===== src/rtl/core/dense_graph_shortest_paths_assert.svh =====
// assertion macros shared by the shortest path block
`ifndef DENSE_GRAPH_SHORTEST_PATHS_ASSERT_SVH
`define DENSE_GRAPH_SHORTEST_PATHS_ASSERT_SVH
`ifndef SYNTHESIS
// same-cycle implication, checked out of reset
`define DGSP_ASSERT_IMPLY(label, clk, rst_n, ante, cons, msg) \
    label: assert property (@(posedge clk) disable iff (!rst_n) (ante) |-> (cons)) \
        else $error(msg);
// next-cycle implication, checked out of reset
`define DGSP_ASSERT_NEXT(label, clk, rst_n, ante, cons, msg) \
    label: assert property (@(posedge clk) disable iff (!rst_n) (ante) |=> (cons)) \
        else $error(msg);
`else
`define DGSP_ASSERT_IMPLY(label, clk, rst_n, ante, cons, msg)
`define DGSP_ASSERT_NEXT(label, clk, rst_n, ante, cons, msg)
`endif
`endif


===== src/rtl/core/dgsp_pkg.sv =====
// shared types and constants of the shortest path block
package dgsp_pkg;

    localparam int MAX_NODES_DEF    = 16;
    localparam int WEIGHT_BITS_DEF  = 16;

    localparam int NODE_COUNT_W     = 5;
    localparam int NODE_FIELD_W     = 4;
    localparam int WEIGHT_FIELD_W   = 16;
    localparam int DIST_W           = 20;
    localparam int S_TDATA_W        = 32;
    localparam int M_TDATA_W        = 24;

    localparam logic [NODE_COUNT_W-1:0] NODE_COUNT_RESET = NODE_COUNT_W'(16);
    localparam logic [NODE_COUNT_W-1:0] NODE_COUNT_MIN   = NODE_COUNT_W'(2);
    localparam logic [DIST_W-1:0]       DIST_MAX         = {DIST_W{1'b1}};

    localparam logic MODE_LOAD  = 1'b0;
    localparam logic MODE_QUERY = 1'b1;

    // controller to datapath commands
    typedef struct packed {
        logic load;        // weight write word accepted
        logic issue_init;  // read source row entry at index
        logic issue_relax; // read picked node row entry at index
        logic search;      // min search step at index
        logic take;        // mark picked node visited
        logic emit;        // load output register from distance at index
        logic emit_last;   // final distance of the query
    } t_cmd;

    // datapath to controller status
    typedef struct packed {
        logic found;       // min search found an unvisited node
        logic out_free;    // output register can take a word
    } t_status;

endpackage


===== src/rtl/core/dense_graph_shortest_paths.sv =====
// shortest path distances over a dense weighted adjacency matrix
// load word: taken while idle, ready again right after; a query word with n nodes
//   loads the source row, runs up to n-2 rounds of min search and relax, then emits n
//   output words, paced by one distance read and one matrix read per cycle unless the output stalls
// one item at a time; the next word is taken once the query's last result is registered
// reset (synchronous, active low) returns to idle and sets node count to 16; matrix not cleared
module dense_graph_shortest_paths
    import dgsp_pkg::*;
#(
    parameter int MAX_NODES   = MAX_NODES_DEF,
    parameter int WEIGHT_BITS = WEIGHT_BITS_DEF
) (
    input  logic                    i_clk,
    input  logic                    i_rst_n,
    // node count register
    input  logic                    i_cfg_wr_en,
    input  logic [NODE_COUNT_W-1:0] i_cfg_wr_data,
    // input words
    input  logic                    i_s_tvalid,
    output logic                    o_s_tready,
    input  logic [S_TDATA_W-1:0]    i_s_tdata,   // row[3:0] col[7:4] weight[23:8] source[27:24]
    input  logic                    i_s_tuser,   // mode: 0 weight load, 1 query
    // result words
    output logic                    o_m_tvalid,
    input  logic                    i_m_tready,
    output logic [M_TDATA_W-1:0]    o_m_tdata,   // dest[3:0] distance[23:4]
    output logic                    o_m_tlast
);

    localparam int NODE_W = $clog2(MAX_NODES);
    localparam int CNT_W  = $clog2(MAX_NODES + 1);

    t_cmd                      cmd;
    t_status                   status;
    logic [NODE_W-1:0]         idx;
    logic [NODE_W-1:0]         src;
    logic [NODE_FIELD_W-1:0]   in_row;
    logic [NODE_FIELD_W-1:0]   in_col;
    logic [WEIGHT_FIELD_W-1:0] in_weight;
    logic [NODE_FIELD_W-1:0]   in_source;
    logic [NODE_FIELD_W-1:0]   out_dest;
    logic [DIST_W-1:0]         out_distance;

    // unpack the input word, top nibble is padding
    assign in_row    = i_s_tdata[3:0];
    assign in_col    = i_s_tdata[7:4];
    assign in_weight = i_s_tdata[23:8];
    assign in_source = i_s_tdata[27:24];

    // sequencer: node count register, query phases, index and round counters
    dgsp_ctrl #(
        .MAX_NODES (MAX_NODES),
        .NODE_W    (NODE_W),
        .CNT_W     (CNT_W)
    ) u_ctrl (
        .i_clk         (i_clk),
        .i_rst_n       (i_rst_n),
        .i_cfg_wr_en   (i_cfg_wr_en),
        .i_cfg_wr_data (i_cfg_wr_data),
        .i_s_tvalid    (i_s_tvalid),
        .i_mode        (i_s_tuser),
        .i_source      (in_source),
        .o_s_tready    (o_s_tready),
        .i_status      (status),
        .o_cmd         (cmd),
        .o_idx         (idx),
        .o_src         (src)
    );

    // datapath: weight memory, distance row, min search, relax, output register
    dgsp_datapath #(
        .MAX_NODES   (MAX_NODES),
        .WEIGHT_BITS (WEIGHT_BITS),
        .NODE_W      (NODE_W)
    ) u_datapath (
        .i_clk      (i_clk),
        .i_rst_n    (i_rst_n),
        .i_cmd      (cmd),
        .i_idx      (idx),
        .i_src      (src),
        .i_row      (in_row),
        .i_col      (in_col),
        .i_weight   (in_weight),
        .i_m_tready (i_m_tready),
        .o_status   (status),
        .o_valid    (o_m_tvalid),
        .o_dest     (out_dest),
        .o_distance (out_distance),
        .o_last     (o_m_tlast)
    );

    // pack the result word
    assign o_m_tdata = {out_distance, out_dest};

endmodule


===== src/rtl/core/dgsp_ctrl.sv =====
// query sequencer and node count register of the shortest path block
`include "dense_graph_shortest_paths_assert.svh"

module dgsp_ctrl
    import dgsp_pkg::*;
#(
    parameter int MAX_NODES = MAX_NODES_DEF,
    parameter int NODE_W    = $clog2(MAX_NODES),
    parameter int CNT_W     = $clog2(MAX_NODES + 1)
) (
    input  logic                    i_clk,
    input  logic                    i_rst_n,
    input  logic                    i_cfg_wr_en,
    input  logic [NODE_COUNT_W-1:0] i_cfg_wr_data,
    input  logic                    i_s_tvalid,
    input  logic                    i_mode,
    input  logic [NODE_FIELD_W-1:0] i_source,
    output logic                    o_s_tready,
    input  t_status                 i_status,
    output t_cmd                    o_cmd,
    output logic [NODE_W-1:0]       o_idx,
    output logic [NODE_W-1:0]       o_src
);

    localparam logic [2:0] S_IDLE   = 3'd0;
    localparam logic [2:0] S_INIT   = 3'd1;
    localparam logic [2:0] S_SEARCH = 3'd2;
    localparam logic [2:0] S_RELAX  = 3'd3;
    localparam logic [2:0] S_OUT    = 3'd4;

    logic [2:0]              r_state, n_state;
    logic [CNT_W-1:0]        r_idx, n_idx;
    logic [CNT_W-1:0]        r_round, n_round;
    logic [CNT_W-1:0]        r_n, n_n;
    logic [NODE_W-1:0]       r_src, n_src;
    logic [NODE_COUNT_W-1:0] r_node_count;
    logic [CNT_W-1:0]        n_eff;
    logic                    accept;
    logic                    src_ok;
    logic                    more_rounds;
    logic                    first_round_ok;
    logic                    at_end;
    logic                    at_last;
    logic [CNT_W:0]          round_plus2;

    always_ff @(posedge i_clk) begin
        if (!i_rst_n) begin
            r_node_count <= NODE_COUNT_RESET;
        end else if (i_cfg_wr_en) begin
            r_node_count <= i_cfg_wr_data;
        end
    end

    // clamp node count into 2..MAX_NODES
    always_comb begin
        if (r_node_count < NODE_COUNT_MIN) begin
            n_eff = CNT_W'(2);
        end else if (32'(r_node_count) > MAX_NODES) begin
            n_eff = CNT_W'(MAX_NODES);
        end else begin
            n_eff = CNT_W'(r_node_count);
        end
    end

    assign o_s_tready     = (r_state == S_IDLE);
    assign accept         = i_s_tvalid && o_s_tready;
    assign src_ok         = 32'(i_source) < 32'(n_eff);
    assign round_plus2    = {1'b0, r_round} + (CNT_W + 1)'(2);
    // rounds done after this one, plus two, still below node count
    assign more_rounds    = (round_plus2 + (CNT_W + 1)'(1)) < {1'b0, r_n};
    assign first_round_ok = r_n > CNT_W'(2);
    assign at_end         = (r_idx == r_n);
    assign at_last        = (r_idx == r_n - CNT_W'(1));
    assign o_idx          = r_idx[NODE_W-1:0];
    assign o_src          = r_src;

    always_comb begin
        n_state = r_state;
        n_idx   = r_idx;
        n_round = r_round;
        n_n     = r_n;
        n_src   = r_src;
        o_cmd   = '0;
        unique case (r_state)
            S_IDLE: begin
                o_cmd.load = accept && (i_mode == MODE_LOAD);
                if (accept && (i_mode == MODE_QUERY) && src_ok) begin
                    n_state = S_INIT;
                    n_idx   = '0;
                    n_round = '0;
                    n_n     = n_eff;
                    n_src   = NODE_W'(i_source);
                end
            end
            S_INIT: begin
                o_cmd.issue_init = !at_end;
                n_idx            = r_idx + CNT_W'(1);
                if (at_end) begin
                    n_idx   = '0;
                    n_state = first_round_ok ? S_SEARCH : S_OUT;
                end
            end
            S_SEARCH: begin
                o_cmd.search = 1'b1;
                n_idx        = r_idx + CNT_W'(1);
                if (at_last) begin
                    n_idx   = '0;
                    n_state = S_RELAX;
                end
            end
            S_RELAX: begin
                if ((r_idx == '0) && !i_status.found) begin
                    n_state = S_OUT;
                end else begin
                    o_cmd.take        = (r_idx == '0);
                    o_cmd.issue_relax = !at_end;
                    n_idx             = r_idx + CNT_W'(1);
                    if (at_end) begin
                        n_idx   = '0;
                        n_round = r_round + CNT_W'(1);
                        n_state = more_rounds ? S_SEARCH : S_OUT;
                    end
                end
            end
            S_OUT: begin
                o_cmd.emit      = i_status.out_free;
                o_cmd.emit_last = at_last;
                if (i_status.out_free) begin
                    n_idx = r_idx + CNT_W'(1);
                    if (at_last) begin
                        n_state = S_IDLE;
                    end
                end
            end
            default: begin
                n_state = S_IDLE;
            end
        endcase
    end

    always_ff @(posedge i_clk) begin
        if (!i_rst_n) begin
            r_state <= S_IDLE;
            r_idx   <= '0;
            r_round <= '0;
        end else begin
            r_state <= n_state;
            r_idx   <= n_idx;
            r_round <= n_round;
        end
    end

    always_ff @(posedge i_clk) begin
        r_n   <= n_n;
        r_src <= n_src;
    end

    `DGSP_ASSERT_IMPLY(a_search_in_range, i_clk, i_rst_n, r_state == S_SEARCH, r_idx < r_n, "search index past node count")
    `DGSP_ASSERT_NEXT(a_last_ends_query, i_clk, i_rst_n, o_cmd.emit && o_cmd.emit_last, r_state == S_IDLE, "query did not end after last word")
    `DGSP_ASSERT_IMPLY(a_round_bound, i_clk, i_rst_n, r_state == S_RELAX, round_plus2 < {1'b0, r_n}, "too many relax rounds")

endmodule


===== src/rtl/core/dgsp_datapath.sv =====
// weight memory, distance row, visit marks and output register
`include "dense_graph_shortest_paths_assert.svh"

module dgsp_datapath
    import dgsp_pkg::*;
#(
    parameter int MAX_NODES   = MAX_NODES_DEF,
    parameter int WEIGHT_BITS = WEIGHT_BITS_DEF,
    parameter int NODE_W      = $clog2(MAX_NODES)
) (
    input  logic                      i_clk,
    input  logic                      i_rst_n,
    input  t_cmd                      i_cmd,
    input  logic [NODE_W-1:0]         i_idx,
    input  logic [NODE_W-1:0]         i_src,
    input  logic [NODE_FIELD_W-1:0]   i_row,
    input  logic [NODE_FIELD_W-1:0]   i_col,
    input  logic [WEIGHT_FIELD_W-1:0] i_weight,
    input  logic                      i_m_tready,
    output t_status                   o_status,
    output logic                      o_valid,
    output logic [NODE_FIELD_W-1:0]   o_dest,
    output logic [DIST_W-1:0]         o_distance,
    output logic                      o_last
);

    localparam int DEPTH  = MAX_NODES * MAX_NODES;
    localparam int ADDR_W = $clog2(DEPTH);
    localparam int SUM_W  = ((WEIGHT_BITS > DIST_W) ? WEIGHT_BITS : DIST_W) + 1;

    localparam logic [1:0] P_NONE  = 2'd0;
    localparam logic [1:0] P_INIT  = 2'd1;
    localparam logic [1:0] P_RELAX = 2'd2;

    logic [WEIGHT_BITS-1:0] r_mem [DEPTH];
    logic [WEIGHT_BITS-1:0] r_rd_data;
    logic [DIST_W-1:0]      r_dist [MAX_NODES];
    logic [MAX_NODES-1:0]   r_mark;
    logic [1:0]             r_p_op;
    logic [NODE_W-1:0]      r_p_idx;
    logic                   r_found;
    logic [DIST_W-1:0]      r_best_d;
    logic [NODE_W-1:0]      r_best_v;
    logic                   r_o_valid;
    logic [NODE_FIELD_W-1:0] r_o_dest;
    logic [DIST_W-1:0]      r_o_dist;
    logic                   r_o_last;

    logic                   wr_en;
    logic [ADDR_W-1:0]      wr_addr;
    logic [ADDR_W-1:0]      rd_addr;
    logic [NODE_W-1:0]      row_sel;
    logic [NODE_W-1:0]      dist_idx;
    logic [DIST_W-1:0]      dist_rd;
    logic [SUM_W-1:0]       cand_sum;
    logic [DIST_W-1:0]      cand;
    logic [DIST_W-1:0]      init_val;
    logic                   first;
    logic                   better;
    logic                   issue;

    // writes outside the matrix are dropped
    assign wr_en   = i_cmd.load && (32'(i_row) < MAX_NODES) && (32'(i_col) < MAX_NODES);
    assign wr_addr = ADDR_W'(NODE_W'(i_row)) * ADDR_W'(MAX_NODES) + ADDR_W'(NODE_W'(i_col));
    assign row_sel = i_cmd.issue_init ? i_src : r_best_v;
    assign rd_addr = ADDR_W'(row_sel) * ADDR_W'(MAX_NODES) + ADDR_W'(i_idx);
    assign issue   = i_cmd.issue_init || i_cmd.issue_relax;

    always_ff @(posedge i_clk) begin
        if (wr_en) begin
            r_mem[wr_addr] <= WEIGHT_BITS'(i_weight);
        end
        if (issue) begin
            r_rd_data <= r_mem[rd_addr];
        end
    end

    assign dist_idx = (r_p_op != P_NONE) ? r_p_idx : i_idx;
    assign dist_rd  = r_dist[dist_idx];

    // saturating candidate and clamped start value
    assign cand_sum = SUM_W'(r_best_d) + SUM_W'(r_rd_data);
    assign cand     = (cand_sum > SUM_W'(DIST_MAX)) ? DIST_MAX : DIST_W'(cand_sum);
    assign init_val = (SUM_W'(r_rd_data) > SUM_W'(DIST_MAX)) ? DIST_MAX : DIST_W'(r_rd_data);

    assign first  = (i_idx == '0);
    assign better = r_mark[i_idx] && (first || !r_found || (dist_rd < r_best_d));

    always_ff @(posedge i_clk) begin
        if (!i_rst_n) begin
            r_p_op  <= P_NONE;
            r_mark  <= '0;
            r_found <= 1'b0;
        end else begin
            if (i_cmd.issue_init) begin
                r_p_op <= P_INIT;
            end else if (i_cmd.issue_relax) begin
                r_p_op <= P_RELAX;
            end else begin
                r_p_op <= P_NONE;
            end
            if (i_cmd.take) begin
                r_mark[r_best_v] <= 1'b0;
            end
            if (r_p_op == P_INIT) begin
                r_mark[r_p_idx] <= (r_p_idx != i_src);
            end
            if (i_cmd.search) begin
                if (better) begin
                    r_found <= 1'b1;
                end else if (first) begin
                    r_found <= 1'b0;
                end
            end
        end
    end

    always_ff @(posedge i_clk) begin
        r_p_idx <= i_idx;
        if (i_cmd.search && better) begin
            r_best_d <= dist_rd;
            r_best_v <= i_idx;
        end
        if (r_p_op == P_INIT) begin
            r_dist[r_p_idx] <= init_val;
        end else if ((r_p_op == P_RELAX) && r_mark[r_p_idx] && (dist_rd > cand)) begin
            r_dist[r_p_idx] <= cand;
        end
    end

    // output register
    always_ff @(posedge i_clk) begin
        if (!i_rst_n) begin
            r_o_valid <= 1'b0;
        end else if (i_cmd.emit) begin
            r_o_valid <= 1'b1;
        end else if (i_m_tready) begin
            r_o_valid <= 1'b0;
        end
    end

    always_ff @(posedge i_clk) begin
        if (i_cmd.emit) begin
            r_o_dest <= NODE_FIELD_W'(i_idx);
            r_o_dist <= dist_rd;
            r_o_last <= i_cmd.emit_last;
        end
    end

    assign o_status.found    = r_found;
    assign o_status.out_free = !r_o_valid || i_m_tready;
    assign o_valid           = r_o_valid;
    assign o_dest            = r_o_dest;
    assign o_distance        = r_o_dist;
    assign o_last            = r_o_last;

    `DGSP_ASSERT_NEXT(a_proc_follows_issue, i_clk, i_rst_n, !issue, r_p_op == P_NONE, "row entry processed without a read")
    `DGSP_ASSERT_IMPLY(a_emit_needs_room, i_clk, i_rst_n, i_cmd.emit, o_status.out_free, "output word overwritten")
    `DGSP_ASSERT_NEXT(a_out_held, i_clk, i_rst_n, r_o_valid && !i_m_tready, r_o_valid, "stalled word dropped")

endmodule

===== config.mk =====
export PLATFORM = sky130hd
export DESIGN_NAME = dense_graph_shortest_paths
export DESIGN_NICKNAME = d
export VERILOG_FILES = /design/src/rtl/core/dgsp_pkg.sv /design/src/rtl/core/dense_graph_shortest_paths.sv /design/src/rtl/core/dgsp_ctrl.sv /design/src/rtl/core/dgsp_datapath.sv
export VERILOG_INCLUDE_DIRS = /design/src /design/src/rtl/core
export SDC_FILE = /design/constraint.sdc
export NUM_CORES = 2
export LEC_CHECK = 0
export BUFFER_PORTS_ARGS = -buffer_cell sky130_fd_sc_hd__buf_2
export CAP_MARGIN = 20
export CELL_PAD_IN_SITES_DETAIL_PLACEMENT = 0
export CELL_PAD_IN_SITES_GLOBAL_PLACEMENT = 2
export CORE_MARGIN = 4
export CORE_UTILIZATION = 46
export CTS_CLUSTER_SIZE = 10
export DETAILED_ROUTE_END_ITERATION = 6
export PLACE_DENSITY_LB_ADDON = 0.1
export SKIP_LAST_GASP = 1
export SLEW_MARGIN = 30
export SYNTH_ARGS = -nofsm -noshare
export SYNTH_HDL_FRONTEND = slang
export SYNTH_MEMORY_MAX_BITS = 65536
export SYNTH_SLANG_ARGS = --single-unit
export TNS_END_PERCENT = 30

===== constraint.sdc =====
create_clock -name i_clk -period 5.6 [get_ports i_clk]
set_input_delay 0.56 -clock i_clk [delete_from_list [all_inputs] [get_ports i_clk]]
set_output_delay 0.56 -clock i_clk [all_outputs]
set_load 0.1 [all_outputs]

==> impl_results.md <==
- Yosys cell types: 73
- DRT Wirelength: 464000 um
- Synth Instances: 7986
- Fin cells: 13800
- CTS Sinks: 4532
- Critical path class: flip-flop to flip-flop
- MaxCap Viol Count: 0
- Worst hold endpoint: u_datapath.r_mem[13][4]$_DFFE_PP_
- Async S/R FF share, synth: 0
- Design area: 200000 um^2
- Data arrival, critical path: 5930 ps
- CTS root buf: clkbuf_16
- Post-DRT Antenna Nets: 0
- Hold WC Path Type: primary input to flip-flop
- Placed cell area: 185000 um^2
- Final Max Tran Viols: 0
- Die W: 625 um
- Row cnt: 226
- Placeable core area: 379000 um^2
- Worst r2r path cells: 22
- Die area: 391000 um^2
- Net count after synthesis: 8098
- Latest clock arrival within the worst-skew pair: 1020 ps
- Initial Util: 0.462
- Static Leak: 0.0623 uW
- Fill count: 29200
- Worst-Margin Slew: 1270 ps
- Fin util: 0.528
- Vias per cell: 6.12
- Max Clock Freq: 0.192 GHz
- Most frequent cells in the layout: edfxtp_1 (4490), mux4_2 (1108), clkbuf_16 (543), buf_4 (467), nor2_1 (316)
- CTS HTree Levels: 6
- Seq/Total Area, Yosys: 0.774
- Nets: 8800
- Yosys warns: 0
- R2R Setup Slk: 400 ps
- TNS Setup: 0 ps
- Crit share post-route: 0.929
- Hold Path Cell Cnt: 1
- RSZ-0062 raised after global routing: yes
- Syn Area/Cell: 21.9 um^2
- Crit path max fanout: 20
- Status: finished clean
- Area added between synthesis and finish: 14.3%
- Crit path launch type: flip-flop
- Number of synthesized flops with an enable pin: 4490
- Drt wl/cell: 33.5 um
- Post-CTS setup buffers: 0
- Final Hold Fails: 0
- Dpl cells: 13100
- First-pass GRT wire length: 660000 um
- Leading register cell type out of synthesis: edfxtp_1
- Hold Crit Start: i_s_tdata[12]
- Setup Skew: 58.4 ps
- Layout cells sized above 1: 0.273
- Grt total ovfl: 0
- GR Util All Layers: 0.236
- Gpl congestion: 0.803
- Ports: 70
- Setup violators final: 0
- 1st-iter DRT viols: 9075
- Reg clk slew, reported paths: 50 ps
- Cell Pwr Density: 389 nW/um^2
- Largest net degree at the start of global routing: 193
- Commonest non-fill, non-tap cell in the layout: edfxtp_1
- Nature of the critical path endpoint: flip-flop
- Number of global-route vias before repair: 87400
- Tmin final: 5200 ps
- Crit Reg-Reg Endpoint: u_datapath.r_dist[5][9]$_DFFE_PP_
- CTS tree: built
- Tot Pwr: 78000 uW
- Worst VDD drop: 0.307 mV
- Critical Path RT: 6330 ps
- #FFs+latches synth: 4532
- Slew Limit Headroom: 0.148
- First drt pass iteration count: 5
- Drc violations: 0
- Die Y: 625 um
- Initial antenna violation count: 18
- DP Wirelength: 263000 um
- Total number of vias: 84800
- Clock buffer depth: 4
- R2r startpoint: u_datapath.r_rd_data[0]$_DFFE_PP_
- Syn Std Cell Area: 175000 um^2
- Port bufs: 65
- Total CTS buffers: 533
[repair_timing]
item | in CTS | in global routing
hold endpoints to repair | 116 | 76
hold buffers | 21 | 3
gates resized for setup | 0 | 2
endpoints found under the setup margin | 0 | 246
[worst max-delay path by stage]
stage                                         end                         startpoint  cells past startpoint  slack [ps]
6_report        u_datapath.r_dist[5][9]$_DFFE_PP_  u_datapath.r_rd_data[0]$_DFFE_PP_                     22         400
5_1_grt         u_datapath.r_dist[5][9]$_DFFE_PP_  u_datapath.r_rd_data[0]$_DFFE_PP_                     21         -40
4_1_cts        u_datapath.r_dist[2][12]$_DFFE_PP_  u_datapath.r_rd_data[0]$_DFFE_PP_                     22          20
3_5_place_dp   u_datapath.r_dist[9][12]$_DFFE_PP_  u_datapath.r_rd_data[0]$_DFFE_PP_                     22          20
3_3_place_gp    u_datapath.r_dist[1][8]$_DFFE_PP_   u_datapath.r_best_d[0]$_DFFE_PP_                     21          60
2_1_floorplan   u_datapath.r_dist[3][0]$_DFFE_PP_   u_datapath.r_best_d[0]$_DFFE_PP_                     19        -160
[cells by family after synthesis]
family          Yosys count  synth area share
xor+xnor                 32           0.00164
fa+ha+maj                69           0.00497
flops                  4532             0.774
mux                    1177             0.146
buf+inv                 517            0.0136
compound gates          939            0.0411
simple gates            720            0.0179
[worst max-delay path: stages (launching register included)]
cell	delay, ps
edfxtp_1	370
ha_1	190
inv_1	60
fa_1	410
nor2b_1	120
o21ai_0	100
a21boi_0	260
o211ai_1	200
a21oi_1	290
a21o_1	200
buf_12	140
nor2_1	70
ha_1	300
a21o_1	170
a21o_1	170
a211oi_1	270
o21ai_0	140
o211ai_1	210
a31oi_4	140
buf_12	180
o21ai_0	590
nor2_2	120
buf_12	220
[sequential cells by signal, indices dropped and copies added, names as in the netlist]
name,count
u_datapath.o_last,1
u_datapath.r_dist,320
u_datapath.o_valid,1
u_datapath.r_p_op,2
u_ctrl.r_round,5
u_datapath.o_dest,4
u_datapath.r_p_idx,4
u_ctrl.o_src,4
u_ctrl.r_n,5
u_datapath.r_mark,16
u_datapath.r_best_v,4
u_datapath.r_rd_data,16
u_ctrl.r_idx,5
u_ctrl.r_state,3
u_datapath.r_found,1
u_datapath.r_best_d,20
u_ctrl.r_node_count,5
u_datapath.o_distance,20
u_datapath.r_mem,4096
[through the flow]
step,hold slack [ps],setup WS [ps]
2_1_floorplan,355,-158
3_3_place_gp,516,57.4
3_5_place_dp,532,20.0
4_1_cts,1.38,23.9
5_1_grt,38.7,-40.7
6_report,46.1,399
[final cells by class]
class | count | area (um^2) | area share
antenna | 4 | 10.0 | 0.0000500
clock buffer | 612 | 13800 | 0.0692
clock inverter | 58 | 722 | 0.00361
inverter | 48 | 180 | 0.000900
multi-input combinational | 2937 | 37600 | 0.188
sequential | 4532 | 136000 | 0.678
tap | 5016 | 6280 | 0.0314
timing repair buffer | 636 | 5870 | 0.0293
[synth_stat cells, types with 29 or more instances]
cell type / instances / share of area
a21oi_1: 124 / 0.0035
buf_6: 29 / 0.0019
ha_1: 68 / 0.0049
o21ai_0: 77 / 0.0022
mux2i_1: 64 / 0.0037
nand2_1: 179 / 0.0038
buf_1: 36 / 0.00077
nor2_1: 345 / 0.0074
clkbuf_1: 271 / 0.0058
edfxtp_1: 4490 / 0.77
a221oi_1: 80 / 0.0040
mux4_2: 1108 / 0.14
nand3_1: 57 / 0.0016
a22oi_1: 162 / 0.0069
buf_2: 112 / 0.0032
dfxtp_1: 42 / 0.0048
a22o_1: 176 / 0.0088
a221o_1: 112 / 0.0064
inv_1: 47 / 0.0010
a211oi_1: 57 / 0.0024
[metal layers]
layer	track usage	routed length (um)	part of all wire	vias up
li1	-	-	-	35200
met1	0.339	197000	0.42	46100
met2	0.382	226000	0.49	2792
met3	0.0341	26900	0.058	643
met4	0.0640	13800	0.030	0
met5	0	0	0	-
[where the power goes]
| part | internal [uW] | leakage, uW | total [uW] | switching, uW |
|---|---|---|---|---|
| sequential | 37700 | 0.0407 | 37800 | 107 |
| combinational | 4100 | 0.0145 | 9900 | 5800 |
| clock | 17500 | 0.00711 | 30200 | 12800 |
| total | 59300 | 0.0623 | 78000 | 18700 |
Note: power is estimated with default switching activity, not from simulation.
